$ cat src/rtl/rls_pkg.sv
package rls_pkg;

   // Step codes for the shared multiply pipeline
   typedef enum logic [2:0] {
      OP_Y,    // filter output: taps times weights
      OP_G,    // gain: P times taps
      OP_Q,    // taps times gain
      OP_W,    // weight update
      OP_P     // inverse correlation update
   } op_type;

   typedef struct packed {
      logic   clear;      // clearing sweep write
      logic   load;       // transaction accepted: write new sample
      logic   issue;      // issue one step into the multiply pipeline
      op_type op;
      logic   first;      // first step of a sum
      logic   last;       // last step of a sum
      logic   div_start;
      logic   k_write;
      logic   rsp_load;
   } cmd_type;

   typedef struct packed {
      logic busy;         // multiply pipeline holds steps
      logic div_done;
      logic out_free;     // output register can take a result
   } sts_type;

   localparam int WIDE_W = 66;

   localparam logic signed [31:0] ONE_Q24 = 32'sd16777216;
   localparam logic signed [31:0] MAX32   = 32'sh7FFFFFFF;
   localparam logic signed [31:0] MIN32   = 32'sh80000000;
   localparam int QUOT_W = 32;

   // Shift right, rounding half toward plus infinity
   function automatic logic signed [WIDE_W-1:0] rnd_shr(input logic signed [WIDE_W-1:0] v,
                                                        input int unsigned s);
      logic signed [WIDE_W-1:0] bias;
      bias = {{(WIDE_W-1){1'b0}}, 1'b1} << (s - 1);
      return (v + bias) >>> s;
   endfunction

   function automatic logic signed [31:0] sat32(input logic signed [WIDE_W-1:0] v);
      if (v > 66'sd2147483647) begin
         return MAX32;
      end else if (v < -66'sd2147483648) begin
         return MIN32;
      end else begin
         return signed'(v[31:0]);
      end
   endfunction

   function automatic logic signed [17:0] sat18(input logic signed [WIDE_W-1:0] v);
      if (v > 66'sd131071) begin
         return 18'sh1FFFF;
      end else if (v < -66'sd131072) begin
         return 18'sh20000;
      end else begin
         return signed'(v[17:0]);
      end
   endfunction

endpackage

$ cat src/rtl/rls_ctrl.sv
module rls_ctrl #(
   parameter int TAPS = 8,
   localparam int IW = $clog2(TAPS),
   localparam int LW = $clog2(TAPS * TAPS)
) (
   input  logic             clock,
   input  logic             reset,
   input  logic             req_valid,
   output logic             req_stall,
   input  rls_pkg::sts_type sts,
   output rls_pkg::cmd_type cmd,
   output logic [IW-1:0]    idx_i,
   output logic [IW-1:0]    idx_j,
   output logic [LW-1:0]    lin,
   output logic [IW-1:0]    tap_addr
);

   localparam logic [IW-1:0] LAST_IDX = IW'(TAPS - 1);
   localparam logic [LW-1:0] LAST_LIN = LW'(TAPS * TAPS - 1);

   typedef enum logic [3:0] {
      S_CLEAR, S_IDLE, S_Y, S_Y_DRAIN, S_G, S_G_DRAIN, S_Q, S_Q_DRAIN,
      S_K_READ, S_K_START, S_K_WAIT, S_W, S_W_DRAIN, S_P, S_P_DRAIN, S_DONE
   } state_type;

   state_type     state_ff;
   logic [IW-1:0] i_ff, j_ff, tp_ff, head_ff;
   logic [LW-1:0] lin_ff;
   logic          i_last, j_last, lin_last;
   logic [IW-1:0] tp_inc, head_dec;

   always_comb begin
      i_last   = (i_ff == LAST_IDX);
      j_last   = (j_ff == LAST_IDX);
      lin_last = (lin_ff == LAST_LIN);
      tp_inc   = (tp_ff == LAST_IDX) ? '0 : tp_ff + 1'b1;
      head_dec = (head_ff == '0) ? LAST_IDX : head_ff - 1'b1;
   end

   always_comb begin
      cmd = '0;
      unique case (state_ff)
         S_CLEAR: cmd.clear = 1'b1;
         S_IDLE:  cmd.load = req_valid;
         S_Y: begin
            cmd.issue = 1'b1;
            cmd.op    = rls_pkg::OP_Y;
            cmd.first = (i_ff == '0);
            cmd.last  = i_last;
         end
         S_G: begin
            cmd.issue = 1'b1;
            cmd.op    = rls_pkg::OP_G;
            cmd.first = (j_ff == '0);
            cmd.last  = j_last;
         end
         S_Q: begin
            cmd.issue = 1'b1;
            cmd.op    = rls_pkg::OP_Q;
            cmd.first = (i_ff == '0);
            cmd.last  = i_last;
         end
         S_K_START: cmd.div_start = 1'b1;
         S_K_WAIT:  cmd.k_write = sts.div_done;
         S_W: begin
            cmd.issue = 1'b1;
            cmd.op    = rls_pkg::OP_W;
         end
         S_P: begin
            cmd.issue = 1'b1;
            cmd.op    = rls_pkg::OP_P;
         end
         S_DONE:  cmd.rsp_load = sts.out_free;
         default: cmd = '0;
      endcase
   end

   always_ff @(posedge clock) begin
      if (reset) begin
         state_ff <= S_CLEAR;
         i_ff     <= '0;
         j_ff     <= '0;
         lin_ff   <= '0;
         tp_ff    <= '0;
         head_ff  <= '0;
      end else begin
         unique case (state_ff)
            S_CLEAR: begin
               lin_ff <= lin_ff + 1'b1;
               if (j_last) begin
                  j_ff <= '0;
                  i_ff <= i_ff + 1'b1;
               end else begin
                  j_ff <= j_ff + 1'b1;
               end
               if (lin_last) begin
                  i_ff     <= '0;
                  j_ff     <= '0;
                  lin_ff   <= '0;
                  state_ff <= S_IDLE;
               end
            end
            S_IDLE: begin
               if (req_valid) begin
                  head_ff  <= head_dec;
                  tp_ff    <= head_dec;
                  i_ff     <= '0;
                  state_ff <= S_Y;
               end
            end
            S_Y, S_Q: begin
               i_ff  <= i_ff + 1'b1;
               tp_ff <= tp_inc;
               if (i_last) begin
                  i_ff     <= '0;
                  state_ff <= (state_ff == S_Y) ? S_Y_DRAIN : S_Q_DRAIN;
               end
            end
            S_Y_DRAIN, S_W_DRAIN: begin
               if (!sts.busy) begin
                  tp_ff    <= head_ff;
                  i_ff     <= '0;
                  j_ff     <= '0;
                  lin_ff   <= '0;
                  state_ff <= (state_ff == S_Y_DRAIN) ? S_G : S_P;
               end
            end
            S_G, S_P: begin
               lin_ff <= lin_ff + 1'b1;
               if (j_last) begin
                  j_ff  <= '0;
                  tp_ff <= head_ff;
                  i_ff  <= i_ff + 1'b1;
                  if (i_last) begin
                     i_ff     <= '0;
                     lin_ff   <= '0;
                     state_ff <= (state_ff == S_G) ? S_G_DRAIN : S_P_DRAIN;
                  end
               end else begin
                  j_ff  <= j_ff + 1'b1;
                  tp_ff <= tp_inc;
               end
            end
            S_G_DRAIN: begin
               if (!sts.busy) begin
                  tp_ff    <= head_ff;
                  i_ff     <= '0;
                  state_ff <= S_Q;
               end
            end
            S_Q_DRAIN: begin
               if (!sts.busy) begin
                  i_ff     <= '0;
                  state_ff <= S_K_READ;
               end
            end
            S_K_READ:  state_ff <= S_K_START;
            S_K_START: state_ff <= S_K_WAIT;
            S_K_WAIT: begin
               if (sts.div_done) begin
                  if (i_last) begin
                     i_ff     <= '0;
                     state_ff <= S_W;
                  end else begin
                     i_ff     <= i_ff + 1'b1;
                     state_ff <= S_K_READ;
                  end
               end
            end
            S_W: begin
               i_ff <= i_ff + 1'b1;
               if (i_last) begin
                  i_ff     <= '0;
                  state_ff <= S_W_DRAIN;
               end
            end
            S_P_DRAIN: begin
               if (!sts.busy) begin
                  state_ff <= S_DONE;
               end
            end
            S_DONE: begin
               if (sts.out_free) begin
                  state_ff <= S_IDLE;
               end
            end
            default: state_ff <= S_CLEAR;
         endcase
      end
   end

   assign req_stall = (state_ff != S_IDLE);
   assign idx_i     = i_ff;
   assign idx_j     = j_ff;
   assign lin       = lin_ff;
   assign tap_addr  = (state_ff == S_IDLE) ? head_dec : tp_ff;

   a_accept_busy: assert property (@(posedge clock) disable iff (reset)
      (req_valid && !req_stall) |=> req_stall) else $error("second transaction taken");
   a_load_idle: assert property (@(posedge clock) disable iff (reset)
      cmd.rsp_load |=> !req_stall) else $error("not idle after result load");

endmodule

$ cat config.mk
export PLATFORM = sky130hd
export DESIGN_NAME = rls_ctrl
export DESIGN_NICKNAME = d
export VERILOG_FILES = /design/src/rtl/rls_pkg.sv /design/src/rtl/rls_ctrl.sv
export SDC_FILE = /design/constraint.sdc
export NUM_CORES = 1
export LEC_CHECK = 0
export ABC_CLOCK_PERIOD_IN_PS = 2100
export BUFFER_PORTS_ARGS = -buffer_cell sky130_fd_sc_hd__buf_4
export CORE_MARGIN = 1.5
export CORE_UTILIZATION = 31
export CTS_CLUSTER_SIZE = 16
export DETAILED_ROUTE_END_ITERATION = 8
export HOLD_SLACK_MARGIN = 0.15
export PLACE_DENSITY = 0.47
export SLEW_MARGIN = 20
export SYNTH_ARGS = -nofsm -noshare
export SYNTH_HDL_FRONTEND = slang
export SYNTH_SLANG_ARGS = --single-unit
$ cat constraint.sdc
create_clock -name clock -period 2.1 [get_ports clock]
set_input_delay 0.42 -clock clock [delete_from_list [all_inputs] [get_ports clock]]
set_output_delay 0.42 -clock clock [all_outputs]
set_load 0.005 [all_outputs]
==> results of run 1 <==
==> power by group <==
part | total [mW] | internal, mW | switching, mW
combinational | 1.06 | 0.533 | 0.526
clock | 0.417 | 0.255 | 0.162
sequential | 0.644 | 0.522 | 0.122
==> how the worst max path moves through the flow <==
stage                        startpoint                     to  slack [ns]  cells past startpoint
2_1_floorplan     idx_j[0]$_SDFFE_PP0P_  idx_i[0]$_SDFFE_PP0P_        0.23                      8
3_3_place_gp   state_ff[0]$_SDFFE_PP0P_  idx_i[0]$_SDFFE_PP0P_        0.12                      7
3_5_place_dp                     sts[2]    lin[5]$_SDFFE_PP0P_        0.11                      6
4_1_cts         head_ff[0]$_SDFFE_PP0P_            tap_addr[2]       0.009                      6
5_1_grt           idx_i[0]$_SDFFE_PP0P_                 cmd[3]        0.01                      6
6_report        head_ff[0]$_SDFFE_PP0P_            tap_addr[2]        0.11                      6
==> critical path: stages (launching register included) <==
cell     delay [ns]
dfxtp_4        0.38
inv_1          0.06
ha_2           0.20
or2_2          0.31
o21ai_1        0.12
o21ai_0        0.08
buf_4          0.14
==> area by class of cell <==
cell class              count  share of cell area, %
clock buffers               3                   1.71
clock inverters             1                   1.24
inverters                  13                   2.02
multi-input cells         192                   53.1
flip-flops and latches     22                   18.8
well taps                  72                   3.72
repair buffers             61                   19.5
==> placed cells by master (no fill, tap or decap), types with 2 or more instances in the layout <==
master    netlist  routed
o32ai_1         2       2
a22oi_1         4       3
a211oi_1        6       6
nor3b_1         3       3
nor2_1         28      27
xnor2_1         2       2
clkbuf_8        0       3
dfxtp_1        22      15
o21ai_0         9       7
nand2_1        15      14
buf_4           0      60
o31ai_1         7       7
dfxtp_4         0       2
nand2b_1        9       9
o21ai_1         7       9
mux2i_1         3       3
nand4_1         3       3
nor2b_1         8       7
nand3_1         8       8
or4_1           4       4
nand3b_1        5       5
nor4b_1         2       2
o22ai_1         2       2
inv_2           2       2
a211o_1         2       2
a311oi_1        3       3
inv_1          11      11
a31oi_1         5       5
ha_2            0       2
nor3_1          3       3
and3_1          4       4
ha_1           11       8
o21bai_1        3       3
dfxtp_2         0       5
a21oi_1        13      13
==> what timing repair did <==
action / 4_1_cts / 5_1_grt
buffers inserted: 0 / 0
setup endpoints to repair: 5 / 8
gates resized for setup: 8 / 14
hold buffers: 0 / 0
==> logic make-up (layout without fill, tap and decap cells) <==
| logic type | after synthesis | count (layout) | share of synthesized area (%) |
|---|---|---|---|
| muxes | 4 | 4 | 2.29 |
| buffers and inverters | 29 | 78 | 6.60 |
| DFF | 22 | 22 | 24.5 |
| adders and majority gates | 12 | 12 | 8.20 |
| xor gates and xnor gates | 3 | 3 | 1.46 |
| and+or+nand+nor | 100 | 100 | 29.9 |
| AOI/OAI and AO/OA | 73 | 73 | 27.1 |
==> metrics by stage <==
step	setup WS (ns)	total power [mW]
after floorplan	0.231	1.20
after global placement	0.119	1.68
after detailed placement	0.114	1.68
after CTS	0.00889	2.12
after global routing	0.0127	2.30
final	0.109	2.12
==> routing by layer <==
| layer | up-vias | GRT usage (%) |
|---|---|---|
| met5 | - | 0 |
| met4 | 0 | 2.63 |
| met3 | 3 | 3.22 |
| met2 | 31 | 27.7 |
| met1 | 896 | 25.4 |
| li1 | 998 | - |
==> state kept, by name, indices dropped and copies added (netlist names) <==
register	flops
lin	6
state_ff	4
idx_j	3
idx_i	3
tp_ff	3
head_ff	3
==> results.sh, run 1 <==
export IMPL_dp_cells=360
export IMPL_crit_arrival_ns=1.57
export IMPL_ir_worst_vdd_v=0.000383
export IMPL_slew_headroom_pct=69.4
export IMPL_critical_path_required_ns=1.68
export IMPL_nets=310
export IMPL_grt_pass1_vias=1727
export IMPL_synthCells=243
export IMPL_ys_top_cells_by_count="nor2_1 (28), dfxtp_1 (22), nand2_1 (15), a21oi_1 (13)"
export IMPL_grt_max_degree=23
export IMPL_die_x_um=79.2
export IMPL_synth_top_area_share_pct=24.5
export IMPL_io_pins=33
export IMPL_cts_tree="yes"
export IMPL_start_util_pct=32.5
export IMPL_syn_nets=260
export IMPL_period_share_pct=94.8
export IMPL_hold_path_class="in -> reg"
export IMPL_synth_edff_count=0
export IMPL_synth_flop_cell="dfxtp_1"
export IMPL_powerDensity_mw_per_mm2=877
export IMPL_fin_skew_ns=0.00156
export IMPL_drt_vias_per_instance=5.30
export IMPL_clkLatencyLatePin_ns=0.27
export IMPL_status="complete, no violations"
export IMPL_synth_cell_types=53
export IMPL_fill_cells=603
export IMPL_drv_slew=0
export IMPL_async_reset_ff_share_pct=0
export IMPL_grt_overflow=0
export IMPL_drc=0
export IMPL_min_period_ns=1.99
export IMPL_antenna_cells=0
export IMPL_stdcell_area_mm2=0.00242
export IMPL_firstDrtPassIters=4
export IMPL_crit_type="reg -> out"
export IMPL_drt_iter0_drc=100
export IMPL_post_route_util_pct=43.7
export IMPL_ys_top_cells_by_area="dfxtp_1 (24%), ha_1 (7.6%), nor2_1 (5.8%)"
export IMPL_syn2layout_area_growth_pct=34.3
export IMPL_die_y_um=79.2
export IMPL_finalSetupViolations=0
export IMPL_yosysMostFrequentCell="nor2_1"
export IMPL_port_buffers=32
export IMPL_cts_buffer_depth=2
export IMPL_crit_path_end_kind="primary output"
export IMPL_fmax_mhz=502
export IMPL_dr_wl_met2_um=2370
export IMPL_p_leak_nw=0.982
export IMPL_antenna_found_initial=0
export IMPL_hold_viol=0
export IMPL_antenna_left=0
export IMPL_regArea_um2=454
export IMPL_highest_layer="met4"
export IMPL_hold_ws_ns=0.476
export IMPL_numCtsBuffers=3
export IMPL_reg2reg_slack_ns=0.21
export IMPL_gp_congestion=0.849
export IMPL_clkSlewWorstSetupHoldPaths_ns=0.09
export IMPL_fin_cells=364
export IMPL_multi_input_area_mm2=0.00128
export IMPL_place_area_mm2=0.00229
export IMPL_synth_area_per_cell_um2=7.41
export IMPL_startpoint_type="flip-flop"
export IMPL_reg2reg_from="state_ff[1]$_SDFFE_PP0P_"
export IMPL_cts_root_buf="clkbuf_8"
export IMPL_tns_ns=0
export IMPL_drv_cap=0
export IMPL_yosys_area_top_type="dfxtp_1"
export IMPL_rsz0062_at_grt="false"
export IMPL_whs_path_depth=2
export IMPL_hpwl_um=4140
export IMPL_drt_met1_wl_um=2710
export IMPL_r2r_end="idx_i[0]$_SDFFE_PP0P_"
export IMPL_path_max_fanout=6
export IMPL_synth_ff_latch_count=22
export IMPL_min_to="idx_j[0]$_SDFFE_PP0P_"
export IMPL_wl_per_cell_um=14.5
export IMPL_seq_area_frac_synth_pct=24.5
export IMPL_grt_pass1_wl_um=8740
export IMPL_vias=1928
export IMPL_rr_worst_depth=6
export IMPL_htreeDepth=1
export IMPL_cts_sinks=22
export IMPL_drive_gt1_share_pct=28.8
export IMPL_rows=27
export IMPL_min_from="reset"
export IMPL_tightest_slew_ns=0.454
export IMPL_synth_warning_count=0
export IMPL_wirelength_um=5270
export IMPL_track_usage_pct=17.6
export IMPL_die_area_mm2=0.00627
export IMPL_met3_length_um=174
export IMPL_synthesis_area_mm2=0.00180
export IMPL_core_area_mm2=0.00554
Power figures use the tool's default switching activity.
==> inputs of run 2 (changes only) <==
- CORE_MARGIN: 1.5 -> 2
- CORE_UTILIZATION: 31 -> 50
- PLACE_DENSITY: 0.47 -> 0.7
==> run 2 against run 1 <==
Compared with the run above: via count decreased by 0.26%; utilization rose by 25 points; clock-buffer cell count up 1; clock power down 42%; total power shrank 8.7%; worst hold slack got worse by 0.046 ns; non-clock buffer count shrank 2; clock skew up 0.0088 ns; design area is 3.7% lower; largest cell class unchanged; largest power group unchanged.
==> results.sh, run 2 (synthesized netlist as in run 1, its figures left out) <==
export IMPL_firstDrtPassIters=4
export IMPL_highest_layer="met4"
export IMPL_crit_type="reg -> out"
export IMPL_fin_skew_ns=0.0104
export IMPL_p_clk_share_pct=12.6
export IMPL_wl_per_cell_um=14.3
export IMPL_fill_cells=303
export IMPL_drt_met1_wl_um=2320
export IMPL_swShare_pct=40.3
export IMPL_dr_wl_met2_um=2180
export IMPL_status="complete, no violations"
export IMPL_cts_buffer_depth=2
export IMPL_numCtsBuffers=3
export IMPL_die_x_um=64.0
export IMPL_clkSlewWorstSetupHoldPaths_ns=0.14
export IMPL_ir_worst_vdd_v=0.000506
export IMPL_nets=308
export IMPL_drt_vias_per_instance=5.72
export IMPL_antenna_cells=0
export IMPL_drv_slew=0
export IMPL_crit_arrival_ns=1.58
export IMPL_cts_sinks=22
export IMPL_finalWorstSetupSlack_ns=0.0954
export IMPL_hold_path_class="in -> reg"
export IMPL_htreeDepth=1
export IMPL_antenna_found_initial=0
export IMPL_cts_root_buf="clkbuf_4"
export IMPL_comb_power_share_pct=53.2
export IMPL_stdcell_area_mm2=0.00233
export IMPL_post_route_util_pct=68.7
export IMPL_cts_tree="yes"
export IMPL_drv_cap=0
export IMPL_drive_gt1_share_pct=28.3
export IMPL_crit_path_end_kind="primary output"
export IMPL_grt_pass1_vias=1714
export IMPL_grt_overflow=0
export IMPL_period_share_pct=95.5
export IMPL_layout_common_cells="buf_4 (58), nor2_1 (27), nand2_1 (15), dfxtp_1 (15), a21oi_1 (13)"
export IMPL_tightest_slew_ns=0.463
export IMPL_hpwl_um=3480
export IMPL_whs_path_depth=2
export IMPL_place_area_mm2=0.00220
export IMPL_finalSetupViolations=0
export IMPL_die_y_um=64.0
export IMPL_final_common_cell="buf_4"
export IMPL_rows=21
export IMPL_wirelength_um=4800
export IMPL_grt_pass1_wl_um=7890
export IMPL_antenna_left=0
export IMPL_hold_viol=0
export IMPL_clkLatencyLatePin_ns=0.32
export IMPL_powerDensity_mw_per_mm2=831
export IMPL_sequentialPowerShare_pct=34.3
export IMPL_io_pins=33
export IMPL_p_leak_nw=0.950
export IMPL_slew_headroom_pct=68.8
export IMPL_p_sw_uw=781
export IMPL_pre_cts_ws_ns=0.0754
export IMPL_cts_hold_buf=0
export IMPL_path_max_fanout=15
export IMPL_met3_length_um=280
export IMPL_largest_reg_flops=6
export IMPL_drt_iter0_drc=111
export IMPL_min_period_ns=2.00
export IMPL_track_usage_pct=23.8
export IMPL_p_int_mw=1.15
export IMPL_drc=0
export IMPL_core_area_mm2=0.00339
export IMPL_port_buffers=32
export IMPL_grt_max_degree=25
export IMPL_die_area_mm2=0.00410
export IMPL_syn2layout_area_growth_pct=29.4
export IMPL_start_util_pct=53.1
export IMPL_rr_worst_depth=7
export IMPL_gp_congestion=0.861
export IMPL_critical_path_required_ns=1.68
export IMPL_startpoint_type="flip-flop"
export IMPL_vias=1923
export IMPL_fmax_mhz=499
[run 2: stage by stage]
stage	setup TNS (ns)	cells	power, mW	hold slack (ns)
after CTS	0	331	1.89	0.431
after floorplan	0	243	1.20	0.491
after global placement	0	326	1.61	0.509
final	0	336	1.94	0.430
after detailed placement	0	326	1.63	0.515
after global routing	-0.0138	336	2.09	0.446
[run 2: worst max-delay path: stages (launching register included)]
cell	delay, ns
dfxtp_2	0.37
buf_4	0.20
nor2_4	0.15
and2_1	0.17
inv_1	0.09
o21ai_0	0.16
buf_4	0.13
[run 2: layout make-up]
| class | instances | area [µm²] | share of cell area [%] |
|---|---|---|---|
| multi-input combinational | 192 | 1280 | 54.8 |
| timing repair buffer | 59 | 455 | 19.5 |
| sequential | 22 | 454 | 19.5 |
| tap | 46 | 57.6 | 2.47 |
| inverter | 13 | 48.8 | 2.09 |
| clock buffer | 4 | 36.3 | 1.56 |
[run 2: worst paths after layout]
check	startpoint	end	slack, ns
setup / recovery	state_ff[2]$_SDFFE_PP0P_	tap_addr[1]	0.1
hold / removal	reset	head_ff[0]$_SDFFE_PP0P_	0.43
hold reg to reg	idx_i[0]$_SDFFE_PP0P_	idx_i[0]$_SDFFE_PP0P_	0.49
setup reg to reg	idx_i[1]$_SDFFE_PP0P_	state_ff[1]$_SDFFE_PP0P_	0.13
[run 2: repair_timing]
item | 4_1_cts | 5_1_grt
resized for setup | 7 | 14
pin swaps | 0 | 1
setup endpoints to repair | 8 | 8
setup buffers | 1 | 5
[run 2: routing by layer]
metal / up-vias / GRT usage (%)
met2: 55 / 38.8
met3: 2 / 2.99
li1: 989 / -
met1: 877 / 33.6
met5: - / 0
met4: 0 / 4.89
[run 2: power groups by stage]
| stage | clock network, mW | logic, mW | registers [mW] |
|---|---|---|---|
| 2_1_floorplan | 0 | 0.601 | 0.603 |
| 3_3_place_gp | 0 | 0.956 | 0.653 |
| 3_5_place_dp | 0 | 0.970 | 0.658 |
| 4_1_cts | 0.249 | 0.987 | 0.651 |
| 5_1_grt | 0.260 | 1.15 | 0.678 |
| 6_report | 0.243 | 1.03 | 0.663 |
